<file path="config.mk">
export PLATFORM = sky130hd
export DESIGN_NAME = tae_regfile
export DESIGN_NICKNAME = d
export VERILOG_FILES = /design/src/sv/tae_pkg.sv /design/src/sv/tae_regfile.sv
export SDC_FILE = /design/constraint.sdc
export NUM_CORES = 2
export LEC_CHECK = 0
export BUFFER_PORTS_ARGS = -buffer_cell sky130_fd_sc_hd__buf_2
export CORE_ASPECT_RATIO = 0.5
export CORE_MARGIN = 5
export CORE_UTILIZATION = 55
export CTS_CLUSTER_DIAMETER = 60
export DETAILED_ROUTE_END_ITERATION = 8
export PLACE_DENSITY = 0.72
export SETUP_SLACK_MARGIN = 0.2
export SLEW_MARGIN = 10
export SYNTH_ARGS = -nofsm -noshare
export SYNTH_HDL_FRONTEND = slang
export SYNTH_SLANG_ARGS = --single-unit
export TNS_END_PERCENT = 50
</file>
<file path="constraint.sdc">
create_clock -name clk -period 3.9 [get_ports clk]
set_input_delay 0.78 -clock clk [delete_from_list [all_inputs] [get_ports clk]]
set_output_delay 0.78 -clock clk [all_outputs]
set_load 0.005 [all_outputs]
</file>
<file path="src/sv/tae_pkg.sv">
// Shared constants, types and opcodes for the integer-subset executor.
package tae_pkg;

	localparam int STACK_BYTES = 64;
	localparam int NUM_REGS    = 32;
	localparam int REG_AW      = $clog2(NUM_REGS);
	localparam int STACK_ROWS  = STACK_BYTES / 4;
	localparam int ROW_AW      = $clog2(STACK_ROWS);
	localparam int SADDR_W     = ROW_AW + 2;

	localparam logic [7:0]  LIMIT_RESET = 8'd8;
	localparam logic [63:0] STACK_TOP   = 64'(STACK_BYTES);
	localparam logic [63:0] ADDR_MAX    = 64'(STACK_BYTES - 4);

	localparam logic REQ_START = 1'b0;
	localparam logic REQ_EXEC  = 1'b1;

	localparam logic [15:0] OP_LDR32  = 16'hB940;
	localparam logic [15:0] OP_STR32  = 16'hB900;
	localparam logic [15:0] OP_SUBI   = 16'hD100;
	localparam logic [15:0] OP_ADDR   = 16'h0B00;
	localparam logic [15:0] OP_ADDI   = 16'h9100;
	localparam logic [15:0] OP_RET    = 16'hD65F;

	typedef enum logic [2:0] {
		ST_RUN     = 3'd0,
		ST_RET     = 3'd1,
		ST_BADOP   = 3'd2,
		ST_BADADDR = 3'd3,
		ST_LIMIT   = 3'd4,
		ST_IDLE    = 3'd5
	} status_t;

	typedef struct packed {
		logic              en;
		logic [REG_AW-1:0] addr;
		logic [63:0]       data;
	} rf_wr_t;

	typedef struct packed {
		logic               we;
		logic [SADDR_W-1:0] addr;
		logic [31:0]        data;
	} stk_req_t;

endpackage

</file>
<file path="src/sv/tae_regfile.sv">
// 64-bit register file: three indexed read ports, r0 port, one write port, start load.
module tae_regfile (
	input  logic                        clk,
	input  logic                        arst_n,
	input  logic                        start,
	input  logic signed [63:0]          arg_first,
	input  logic signed [63:0]          arg_second,
	input  tae_pkg::rf_wr_t             wr,
	input  logic [tae_pkg::REG_AW-1:0]  rn_addr,
	input  logic [tae_pkg::REG_AW-1:0]  rm_addr,
	input  logic [tae_pkg::REG_AW-1:0]  rd_addr,
	output logic [63:0]                 rn_data,
	output logic [63:0]                 rm_data,
	output logic [63:0]                 rd_data,
	output logic [63:0]                 r0_data
);

	logic [63:0] regs_q [tae_pkg::NUM_REGS];

	always_ff @(posedge clk or negedge arst_n) begin
		if (!arst_n) begin
			for (int i = 0; i < tae_pkg::NUM_REGS; i++) begin
				regs_q[i] <= '0;
			end
		end else if (start) begin
			regs_q[0]                     <= arg_second;
			regs_q[1]                     <= arg_first;
			regs_q[tae_pkg::NUM_REGS - 1] <= tae_pkg::STACK_TOP;
		end else if (wr.en) begin
			regs_q[wr.addr] <= wr.data;
		end
	end

	assign rn_data = regs_q[rn_addr];
	assign rm_data = regs_q[rm_addr];
	assign rd_data = regs_q[rd_addr];
	assign r0_data = regs_q[0];

endmodule

</file>
==> results.txt <==
Mean Syn Cell Area: 15.49 µm²
Initial Utilization: 55.44%
Worst hold path type: in -> reg
Gr usage total: 35.88%
Final core occ: 62.68%
Initial DRC count: 11.49k
Layout Skew: 0 ns
CTS Buffer Depth: 4
Relative max-transition margin: 18.04%
Critical Path RT: 3.12 ns
Top FF cell, synth: dfrtp_1
Maximum VDD drop: 353.1 µV
Number of synthesis warnings: 0
Pwr dens: 428.4 nW/µm²
Clock-pin slew on the worst setup and hold paths: 0.06 ns
DR vias/cell: 7.452
Startpoint Class: input port
First-pass GRT wire length: 633300 µm
Largest net degree at the start of global routing: 114
Worst Setup EP: rm_data[61]
Crit path time final: 3.775 ns
ANT nets after route: 0
Final setup viols: 0
Mapped Nets: 8418
FF-to-FF setup slack: 2.81 ns
Worst Path Arrival: 2.99 ns
Antenna violations before repair: 16
Per-cell routed wire length: 36.99 µm
Buffers on Ports: 471
Nets: 8723
Post-synthesis sequential area ratio: 40.34%
Leakage: 63.32 nW
Final WL: 435200 µm
Die Ht: 349.8 µm
FMAX: 264.9 MHz
Hpwl dp: 269100 µm
Layout fillers: 16.53k
Final Hold Fails: 0
Status: finished clean
#FFs+latches synth: 2048
R2r endpoint: r0_data[18]
Core area: 229200 µm²
Clk root buf: clkbuf_16
Die W: 689.7 µm
Total CTS buffers: 201
Kind of critical path: in -> out
RSZ-0062 raised after global routing: true
Post-synth ARST share: 100.0%
Final-report max-slew violation count: 0
Row count: 124
Crit. End Element: output pin
Reg2reg path depth: 3
Post-synth EDFFs: 0
Period utilisation layout: 96.79%
Synth top area share: 40.34%
Synth top cells by count: mux2_2, dfrtp_1, mux4_2
# DRC: 0
Clk_lat worst skew: 0.86 ns
CP startpoint: rm_addr[0]
Unique masters post-synth: 40
GP Congestion: 0.8906
Clk sinks: 2048
Layout cells sized above 1: 61.17%
Worst-Margin Slew: 1.227 ns
CTS tree: done
Total gr overflow: 0
Vias in the first global route: 88.39k
Most common cell in the netlist: mux2_2
Mapped Area: 127000 µm²
Die area: 241300 µm²
Layout area overhead: 13.06%
Vias: 87.66k
Area leader, netlist: dfrtp_1
First-pass iteration count of the detailed router: 6
Syn Inst Count: 8202
Max-Cap Viols: 0
Final hold slack: 0.1112 ns
H-tree Lvls: 4
Reg-to-Reg Start: r0_data[18]
Worst Path Max Fanout: 17
Ranking of synthesized cells by area: dfrtp_1, mux4_2, mux2_2, mux2i_1, clkbuf_1
Ports: 472
==> critical path, cell delays in order <==
cell and delay (ns):
buf_12 0.14, buf_16 0.19, buf_4 0.17, mux4_2 0.32
mux2_2 0.14, o22ai_1 0.11, a221oi_1 0.82, buf_2 0.27
==> cell type report <==
cell class | instances | area [µm²] | area share, %
Sequential cell | 2048 | 51250 | 35.68
Antenna cell | 17 | 42.54 | 0.02962
Clock inverter | 87 | 1276 | 0.8885
Multi-Input combinational cell | 5153 | 71150 | 49.53
Tap cell | 3087 | 3862 | 2.689
Timing Repair Buffer | 1101 | 10340 | 7.200
Inverter | 2 | 15.01 | 0.01045
Clock buffer | 269 | 5698 | 3.967
==> through the flow <==
step | std cells | setup slack (ns) | TNS, ns | total power, mW | area [µm²]
floorplan | 8202 | 0.3789 | 0 | 35.52 | 127000
global placement | 11313 | -0.1116 | -0.1723 | 39.70 | 135300
detailed placement | 11313 | -0.1044 | -0.1557 | 40.15 | 135300
CTS | 11674 | 0.1321 | 0 | 61.25 | 142500
global route | 11754 | 0.1310 | 0 | 63.58 | 143600
finish | 11764 | 0.1253 | 0 | 61.53 | 143600
==> routing by layer <==
metal | GRT usage, % | part of all wire (%) | up-vias
met5 | 0 | 0.034 | -
met4 | 16.45 | 5.2 | 24
met3 | 11.47 | 12 | 1183
met2 | 52.99 | 45 | 5982
met1 | 48.99 | 37 | 47132
li1 | - | - | 33343
==> where the power goes <==
| part | leakage [nW] | switching (mW) | internal [mW] |
|---|---|---|---|
| Sequential | 27.1 | 2.93 | 23.9 |
| Combinational | 32.8 | 5.38 | 8.03 |
| Clock | 3.42 | 8.96 | 12.3 |
| Total | 63.3 | 17.3 | 44.3 |
==> placed cells by master, fill, tap and decap left out, types with 40 or more instances in the layout <==
master | netlist | routed
buf_2 | 241 | 454
a21oi_1 | 87 | 87
clkbuf_8 | 0 | 40
mux2_2 | 2143 | 2141
buf_4 | 127 | 399
o22ai_1 | 77 | 77
dfrtp_1 | 2048 | 2048
clkbuf_16 | 0 | 214
mux2i_1 | 418 | 417
mux4_2 | 1658 | 1658
nand2_1 | 283 | 267
buf_12 | 0 | 184
a221oi_1 | 66 | 63
o21ai_0 | 167 | 166
==> what timing repair did <==
| item | CTS | global route |
|---|---|---|
| resized for setup | 19 | 44 |
| hold buffers | 1 | 0 |
| setup buffers | 0 | 62 |
| endpoints found under the setup margin | 38 | 81 |
| endpoints found under the hold margin | 33 | 0 |
| gates cloned | 4 | 11 |
==> cell families (layout without fill, tap and decap cells) <==
| group | after synthesis | after routing | share of synthesized area (%) |
|---|---|---|---|
| muxes | 4219 | 4219 | 51.68 |
| DFF | 2048 | 2048 | 40.34 |
| buffers and inverters | 1001 | 1459 | 3.931 |
| AOI/OAI and AO/OA | 521 | 521 | 2.608 |
| and+or+nand+nor | 413 | 413 | 1.440 |
| other | 0 | 17 | 0 |
==> state kept, by name, indices dropped and copies added, names as in the netlist <==
register	flops
r0_data	64
regs_q	1984
==> worst min path at each step <==
stage,from,to,slack (ns),cells past startpoint
after floorplan,arst_n,r0_data[0],0.48,0
after detailed placement,regs_q[1770],regs_q[1770],0.53,1
after global placement,regs_q[1627],regs_q[1627],0.52,1
after CTS,arg_second[11],r0_data[11],0.07,3
final,arg_second[11],r0_data[11],0.11,3
after global routing,arg_second[12],r0_data[12],0.09,3
Note: power is estimated with default switching activity, not from simulation.
