[config.mk]
export PLATFORM = sky130hd
export DESIGN_NAME = tae_stack
export DESIGN_NICKNAME = d
export VERILOG_FILES = /design/src/sv/tae_pkg.sv /design/src/sv/tae_stack.sv
export SDC_FILE = /design/constraint.sdc
export NUM_CORES = 1
export LEC_CHECK = 0
export BUFFER_PORTS_ARGS = -buffer_cell sky130_fd_sc_hd__buf_4
export CORE_MARGIN = 3
export CORE_UTILIZATION = 55
export CTS_CLUSTER_DIAMETER = 30
export DETAILED_ROUTE_END_ITERATION = 7
export PLACE_DENSITY = 0.76
export SYNTH_ARGS = -nofsm -noshare
export SYNTH_HDL_FRONTEND = slang
export SYNTH_SLANG_ARGS = --single-unit
[constraint.sdc]
create_clock -name clk -period 5.7 [get_ports clk]
set_clock_uncertainty 0.15 [all_clocks]
set_input_delay 0.285 -clock clk [delete_from_list [all_inputs] [get_ports clk]]
set_output_delay 0.285 -clock clk [all_outputs]
set_load 0.01 [all_outputs]
[src/sv/tae_pkg.sv]
// Shared constants, types and opcodes for the integer-subset executor.
package tae_pkg;

	localparam int STACK_BYTES = 64;
	localparam int NUM_REGS    = 32;
	localparam int REG_AW      = $clog2(NUM_REGS);
	localparam int STACK_ROWS  = STACK_BYTES / 4;
	localparam int ROW_AW      = $clog2(STACK_ROWS);
	localparam int SADDR_W     = ROW_AW + 2;

	localparam logic [7:0]  LIMIT_RESET = 8'd8;
	localparam logic [63:0] STACK_TOP   = 64'(STACK_BYTES);
	localparam logic [63:0] ADDR_MAX    = 64'(STACK_BYTES - 4);

	localparam logic REQ_START = 1'b0;
	localparam logic REQ_EXEC  = 1'b1;

	localparam logic [15:0] OP_LDR32  = 16'hB940;
	localparam logic [15:0] OP_STR32  = 16'hB900;
	localparam logic [15:0] OP_SUBI   = 16'hD100;
	localparam logic [15:0] OP_ADDR   = 16'h0B00;
	localparam logic [15:0] OP_ADDI   = 16'h9100;
	localparam logic [15:0] OP_RET    = 16'hD65F;

	typedef enum logic [2:0] {
		ST_RUN     = 3'd0,
		ST_RET     = 3'd1,
		ST_BADOP   = 3'd2,
		ST_BADADDR = 3'd3,
		ST_LIMIT   = 3'd4,
		ST_IDLE    = 3'd5
	} status_t;

	typedef struct packed {
		logic              en;
		logic [REG_AW-1:0] addr;
		logic [63:0]       data;
	} rf_wr_t;

	typedef struct packed {
		logic               we;
		logic [SADDR_W-1:0] addr;
		logic [31:0]        data;
	} stk_req_t;

endpackage

[src/sv/tae_stack.sv]
// Byte-addressed stack split into four byte lanes for unaligned 32-bit access.
module tae_stack (
	input  logic                 clk,
	input  logic                 arst_n,
	input  tae_pkg::stk_req_t    req,
	output logic [31:0]          rd_word
);

	logic [7:0] bank_q [4][tae_pkg::STACK_ROWS];

	logic [tae_pkg::ROW_AW-1:0] row;
	logic [1:0]                 lo;
	logic [tae_pkg::ROW_AW-1:0] bank_row [4];
	logic [7:0]                 bank_rd  [4];
	logic [7:0]                 bank_wd  [4];

	assign row = req.addr[tae_pkg::SADDR_W-1:2];
	assign lo  = req.addr[1:0];

	// lanes below the start lane wrap into the next row; an in-range access never
	// leaves the array
	always_comb begin
		for (int b = 0; b < 4; b++) begin
			bank_row[b] = (2'(b) >= lo) ? row : row + 1'b1;
			bank_rd[b]  = bank_q[b][bank_row[b]];
			bank_wd[b]  = req.data[8 * (2'(2'(b) - lo)) +: 8];
		end
		for (int j = 0; j < 4; j++) begin
			rd_word[8 * j +: 8] = bank_rd[2'(lo + 2'(j))];
		end
	end

	always_ff @(posedge clk or negedge arst_n) begin
		if (!arst_n) begin
			for (int b = 0; b < 4; b++) begin
				for (int r = 0; r < tae_pkg::STACK_ROWS; r++) begin
					bank_q[b][r] <= '0;
				end
			end
		end else if (req.we) begin
			for (int b = 0; b < 4; b++) begin
				bank_q[b][bank_row[b]] <= bank_wd[b];
			end
		end
	end

endmodule

==> results.py, run 1 <==
metrics = {
    "placed_design": {
        "gp_congestion": 0.848,
        "numPortBuffers": 72,
        "place_hpwl_um": 47500,
    },
    "route": {
        "firstDrtPassIters": 8,
        "drt_wl_total_um": 74800,
        "drtIter0Drc": 1607,
        "drcViolationCount": 0,
        "avgViaCountPerCell": 6.63,
        "vias": 18853,
        "ant_nets": 0,
        "wl_per_cell_um": 26.3,
    },
    "clock_network": {
        "path_clk_slew_ns": 0.04,
        "numCtsBuffers": 105,
        "worstSkewPairLatency_ns": 0.65,
        "post-cts-setup-buffers": 0,
        "cts_resized": 0,
        "cts.sinks": 512,
        "cts.root.buffer_cell": "clkbuf_16",
        "htree_levels": 3,
        "cts_buffer_depth": 3,
        "holdBufCountCts": 1,
        "cts_tree": "yes",
    },
    "grt": {
        "grt_pass1_wl_um": 116000,
        "grt_max_degree": 195,
        "grtUsageTotal": 0.298,
        "antenna_found_initial": 2,
        "grt-ovfl-total": 0,
        "grt_pass1_vias": 19959,
    },
    "worst_setup_path": {
        "crit_top_cell": "buf_4",
        "path_class": "primary input to output pin",
        "crit_path_cell_trace": "buf_8 -> clkinv_2 -> ha_2 -> buf_4 -> nand2_1 -> o22ai_1 -> nor2_1 -> o21ai_0 -> a211o_1 -> mux4_2 -> buf_4",
        "crit_family": "compound AO/OA/AOI/OAI gates",
        "start_kind": "primary input",
        "slowest_delay_ns": 0.62,
        "crit_buf_inv": 4,
        "slowest_stage": "ha_2",
        "crit_fanout": 28,
        "critPathArrivalTime_ns": 4.35,
        "end_kind": "output pin",
        "critPathRequiredTime_ns": 5.27,
    },
    "synthesis": {
        "syn-instance-count": 2063,
        "synthTopCellsByArea": "dfrtp_1 (48%), mux4_2 (12%), mux2_2 (12%)",
        "ys_seq_elements": 512,
        "synth_edf_count": 0,
        "synth_area_um2": 26800,
        "synth_nets": 2111,
        "synth_top_area_cell": "dfrtp_1",
        "async_flop_share": 1.00,
        "synth_flop_cell": "dfrtp_1",
        "yosysSeqAreaShare": 0.479,
        "yosys_warnings": 0,
        "synth_top_area_frac": 0.479,
        "netlist-cell-type-count": 62,
        "avgSynthCellArea_um2": 13.0,
    },
    "floorplanning": {
        "dieWidth_um": 227,
        "rows": 80,
        "die_height_um": 227,
        "core_area_um2": 47900,
        "floorplan.initialDensity": 0.558,
        "die_area_um2": 51300,
        "ios": 73,
    },
    "sta": {
        "finalHoldViolCount": 0,
        "rsz0062_at_grt": "false",
        "max_slew_margin": 0.234,
        "tns_ns": 0,
        "tightest_slew_ns": 1.15,
        "whs_ns": 0.0790,
        "max_freq_mhz": 209,
        "setup_violations": 0,
        "finalWorstPathRequiredPeriod_ns": 4.78,
        "slew_violations": 0,
        "final.period_utilization": 0.839,
    },
    "finish": {
        "nFillCells": 3367,
        "nets": 2187,
        "layout-area-overhead-vs-synth_pct": 17.5,
        "drive_gt1_frac": 0.340,
        "top_register": "bank_q",
        "largest_reg_flops": 512,
        "top_regs": "bank_q: 512 flops",
    },
    "pwr": {
        "power.density_nw_per_um2": 495,
        "p_leak_nw": 13.7,
        "peakVddDrop_v": 0.000359,
    },
    "hold_path": {
        "hold_path.class": "primary input to asynchronous set/reset pin",
    },
    "outcome": {
        "status": "finished, final reports clean",
    },
    "flow_run": {
        "drv_cap": 0,
    },
}
-- kinds of logic (layout without fill, tap and decap cells) --
group / after synthesis / in the layout / share of synthesized area
AO/OA/AOI/OAI: 338 / 338 / 0.0759
XOR/XNOR: 5 / 5 / 0.00262
adder cells (fa/ha/maj): 7 / 7 / 0.00327
buffers and inverters: 147 / 310 / 0.0247
flip-flops: 512 / 512 / 0.479
multiplexers: 725 / 725 / 0.359
other: 0 / 2 / 0
AND/OR/NAND/NOR: 329 / 329 / 0.0558
-- synthesized netlist by cell type, types with 4 or more instances --
cell and number:
nor2_2 28, mux4_2 148, o2111ai_1 11, nand2b_1 9, nor2b_1 7, mux2_2 280, ha_1 7, clkbuf_1 78
mux2_1 115, nand4_1 8, nand3b_1 7, o21ai_1 7, buf_2 41, o21ai_0 155, a221oi_1 11, nor2_1 30
nand2_1 195, and2_1 4, a21oi_1 20, buf_4 9, buf_1 10, o22ai_1 81, mux2i_1 182, nand3_1 26
a22oi_1 32, dfrtp_1 512
-- report_power, final --
| part | total [mW] | internal, mW | switching (mW) |
|---|---|---|---|
| Combinational | 3.55 | 1.90 | 1.65 |
| Clock | 6.23 | 4.17 | 2.05 |
| Sequential | 5.77 | 4.93 | 0.841 |
-- placed cells by master (no fill, tap or decap), types with 4 or more instances in the layout --
cell	netlist	layout
nand3b_1	7	7
a22oi_1	32	32
clkinv_4	0	5
mux2i_1	182	181
o2111ai_1	11	11
clkinv_2	1	19
clkbuf_8	0	15
mux2_2	280	280
dfrtp_1	512	512
o21ai_0	155	153
and2_1	4	4
nor2_2	28	28
o22ai_1	81	81
mux4_2	148	148
clkbuf_1	78	19
a21oi_1	20	20
a221oi_1	11	11
nand2b_1	9	9
clkbuf_16	0	105
ha_1	7	6
nor2_1	30	30
nand2_1	195	195
o21ai_1	7	7
mux2_1	115	115
buf_4	9	104
nor2b_1	7	7
bufinv_16	0	13
nand4_1	8	8
nand3_1	26	26
inv_6	0	6
clkinvlp_4	0	8
-- stage by stage --
step,cells,power (mW),utilization,setup slack (ns),cell area [um^2]
after floorplan,2063,8.06,-,1.70,26800
after global placement,2645,8.98,0.579,1.13,27800
after detailed placement,2646,9.25,0.579,1.05,27800
after CTS,2841,15.6,0.655,1.05,31400
after global routing,2841,16.2,0.655,0.735,31400
final,2843,15.6,0.656,0.920,31400
-- final timing paths --
check                           slack, ns     endpoint   startpoint  cells after the start
worst max-delay path                 0.92  rd_word[29]      req[34]                     11
worst min-delay path                 0.08  bank_q[170]       arst_n                      2
worst max register to register       4.72  bank_q[369]  bank_q[369]                      1
worst min register to register       0.32   bank_q[72]   bank_q[72]                      2
max in group asynchronous            3.79  bank_q[125]       arst_n                      3
min in group clk                     0.16   bank_q[42]      req[26]                      6
-- layer usage --
layer | GRT usage | part of all wire | routed length (um)
met5 | 0 | 0 | 0
met4 | 0.147 | 0.049 | 3630
met3 | 0.100 | 0.10 | 7550
met2 | 0.467 | 0.47 | 35300
met1 | 0.374 | 0.38 | 28300
-- cell type report --
| type | instances | area (um^2) | area share |
|---|---|---|---|
| antenna | 2 | 5.00 | 0.000159 |
| clock buffer | 139 | 2910 | 0.0924 |
| clock inverter | 55 | 743 | 0.0236 |
| inverter | 6 | 23.8 | 0.000756 |
| multi-input combinational | 1404 | 13300 | 0.423 |
| sequential | 512 | 12800 | 0.408 |
| tap | 615 | 769 | 0.0245 |
| timing repair buffer | 110 | 866 | 0.0275 |
(Power assumes the default switching activity.)
==> inputs of run 2 (changes only) <==
Settings changed: ABC_AREA set to 1, PLACE_DENSITY 0.76 to 0.78.
Clock period 5.7 ns to 3.9 ns, I/O delays scaled along.
==> run 2 against run 1 <==
Via count increased by 23%. Critical path type unchanged. Sequential power increased by 41%. Largest cell class unchanged. Die area increased by 0.70%. Largest power group unchanged. Combinational power increased by 41%. Utilization increased by 0.64 points. Design area increased by 1.2%. Register-to-register slack got worse by 1.8 ns.
==> results.py, run 2 <==
metrics = {
    "synthesis": {
        "yosysMostFrequentCell": "nand2_1",
        "syn-instance-count": 3175,
        "synthTopCellsByArea": "dfrtp_1 (48%), nand2_1 (19%), mux2_2 (12%)",
        "synth_compound_area_frac": 0.0657,
        "async_flop_share": 1.00,
        "synth_top_family_by_area": "simple AND/OR/NAND/NOR gates",
        "yosys_warnings": 0,
        "ys_seq_elements": 512,
        "synth_nets": 3223,
        "synth.mux.area_fraction": 0.146,
        "synth_top_area_cell": "dfrtp_1",
        "synth_commonest_cells": "nand2_1 (1,367), dfrtp_1 (512), mux2_2 (291), o21ai_0 (288), nand3_1 (198)",
        "synth_top_area_frac": 0.475,
        "netlist-cell-type-count": 31,
        "yosysSeqAreaShare": 0.475,
        "yosys.area_share.simple": 0.273,
        "synth_edf_count": 0,
        "avgSynthCellArea_um2": 8.49,
        "synth_area_um2": 26900,
        "synth_flop_cell": "dfrtp_1",
        "synthAdderAreaFrac": 0.00325,
        "synthXorXnorAreaFrac": 0,
    },
    "worst_setup_path": {
        "path_class": "primary input to output pin",
        "crit_fanout": 23,
        "crit_path_cell_trace": "buf_4 -> inv_1 -> ha_1 -> nand2_1 -> nand2_2 -> buf_4 -> nand2_1 -> nand2_1 -> nand2_1 -> nand2_1 -> nand2_1 -> nand2_1 -> nand2_1 -> nand3_1 -> nand3_1 -> nand2_1 -> buf_4",
        "critPathArrivalTime_ns": 3.15,
        "setup.worst_path.end": "rd_word[9]",
        "critPathRequiredTime_ns": 3.56,
        "startpoint": "req[32]",
        "slowest_delay_ns": 0.51,
        "start_kind": "primary input",
        "reg2reg_from": "bank_q[500]",
        "r2r_slack_ns": 2.93,
        "end_kind": "output pin",
        "r2r_cells": 1,
        "crit_top_cell": "nand2_1",
        "r2r-end": "bank_q[500]",
        "slowest_stage": "nand2_2",
    },
    "floorplanning": {
        "core_area_um2": 48000,
        "rows": 80,
        "die_height_um": 227,
        "dieWidth_um": 227,
        "floorplan.initialDensity": 0.561,
        "ios": 73,
        "die_area_um2": 51700,
    },
    "route": {
        "drtIter0Drc": 2612,
        "drcViolationCount": 0,
        "avgViaCountPerCell": 5.89,
        "firstDrtPassIters": 6,
        "vias": 23261,
        "wl_per_cell_um": 20.1,
        "ant_nets": 0,
        "drt_wl_total_um": 79200,
    },
    "grt": {
        "antenna_found_initial": 0,
        "grt_pass1_wl_um": 126000,
        "grt_pass1_vias": 23463,
        "grt_max_degree": 102,
        "grt-ovfl-total": 0,
        "grtUsageTotal": 0.310,
    },
    "sta": {
        "rsz0062_at_grt": "false",
        "finalHoldViolCount": 0,
        "whs_ns": 0.0615,
        "max_freq_mhz": 286,
        "setup_violations": 0,
        "tightest_slew_ns": 1.29,
        "max_slew_margin": 0.132,
        "slew_violations": 0,
        "tns_ns": 0,
        "layout_setup_ws_ns": 0.404,
        "final.period_utilization": 0.896,
        "finalWorstPathRequiredPeriod_ns": 3.50,
    },
    "clock_network": {
        "cts.root.buffer_cell": "clkbuf_16",
        "htree_levels": 3,
        "cts_buffer_depth": 3,
        "worstSkewPairLatency_ns": 0.63,
        "cts.sinks": 512,
        "cts_tree": "yes",
        "holdBufCountCts": 1,
        "numCtsBuffers": 103,
        "path_clk_slew_ns": 0.05,
        "post-cts-setup-buffers": 0,
        "cts_resized": 0,
    },
    "flow_run": {
        "drv_cap": 0,
    },
    "placed_design": {
        "dpl_cell_area_um2": 28200,
        "place_hpwl_um": 50700,
        "gp_congestion": 0.943,
        "dp.cells": 3755,
        "post-place-ws_ns": 0.496,
        "numPortBuffers": 72,
    },
    "pwr": {
        "p_leak_nw": 16.0,
        "power.density_nw_per_um2": 697,
        "peakVddDrop_v": 0.000563,
        "power_mw": 22.2,
    },
    "finish": {
        "diodes": 0,
        "top_register": "bank_q",
        "layout.cells.non_filler": 3946,
        "nets": 3294,
        "utilization": 0.662,
        "top_regs": "bank_q: 512 flops",
        "largest_reg_flops": 512,
        "final_cell_mix": "nand2_1 (1,364), dfrtp_1 (512), mux2_2 (291), o21ai_0 (265), nand3_1 (198)",
        "layout-area-overhead-vs-synth_pct": 18.0,
        "final_common_cell": "nand2_1",
        "postLayoutCellArea_um2": 31800,
        "drive_gt1_frac": 0.215,
    },
    "hold_path": {
        "hold_path.class": "primary input to flip-flop",
    },
    "outcome": {
        "status": "finished, final reports clean",
    },
}
run 2: cell types whose count changed in the layout (fill, tap and decap cells not counted), moves of 34 or more:
cell / change
mux2i_1: -149
nand3_1: +172
mux2_1: -86
mux4_2: -148
buf_4: +37
inv_1: +34
o21ai_0: +112
nor2_1: +60
nand2_1: +1169
o22ai_1: -49
run 2: final cells by class:
class | count | area, um^2
inverter | 54 | 213
fill | 3699 | 16200
clock buffer | 132 | 2840
sequential | 512 | 12800
clock inverter | 58 | 785
timing repair buffer | 151 | 1240
multi-input combinational | 2424 | 13100
tap | 615 | 769
run 2: critical path: cells and delay by family:
kind,cells,cell delay (ns)
buffers and inverters,4,0.76
adders and majority gates,1,0.44
and+or+nand+nor,12,1.75
run 2: metal layers:
metal,up-vias,global-route usage,routed length [um]
met2,1135,0.483,36000
met4,0,0.128,3210
met3,267,0.0936,7980
met1,11325,0.406,32000
li1,10534,-,-
met5,-,0,0
run 2: worst min path at each step:
stage | startpoint | end | slack [ns] | cells past startpoint
after global routing | req[25] | bank_q[41] | 0.08 | 6
after floorplan | arst_n | bank_q[0] | -0.25 | 0
after detailed placement | arst_n | bank_q[422] | 0.18 | 1
after global placement | arst_n | bank_q[422] | 0.16 | 1
after CTS | req[25] | bank_q[1] | 0.05 | 6
final | req[17] | bank_q[1] | 0.06 | 6
run 2: power breakdown:
| group | switching [mW] | internal [mW] |
|---|---|---|
| Clock | 2.94 | 6.13 |
| Combinational | 2.89 | 2.10 |
| Sequential | 0.974 | 7.15 |
| Total | 6.80 | 15.4 |
run 2: logic make-up (layout without fill, tap and decap cells):
kind of cell / after synthesis / after routing
multiplexers: 352 / 352
buffers and inverters: 239 / 395
flip-flops: 512 / 512
AND/OR/NAND/NOR: 1730 / 1730
AO/OA/AOI/OAI: 335 / 335
adder cells (fa/ha/maj): 7 / 7
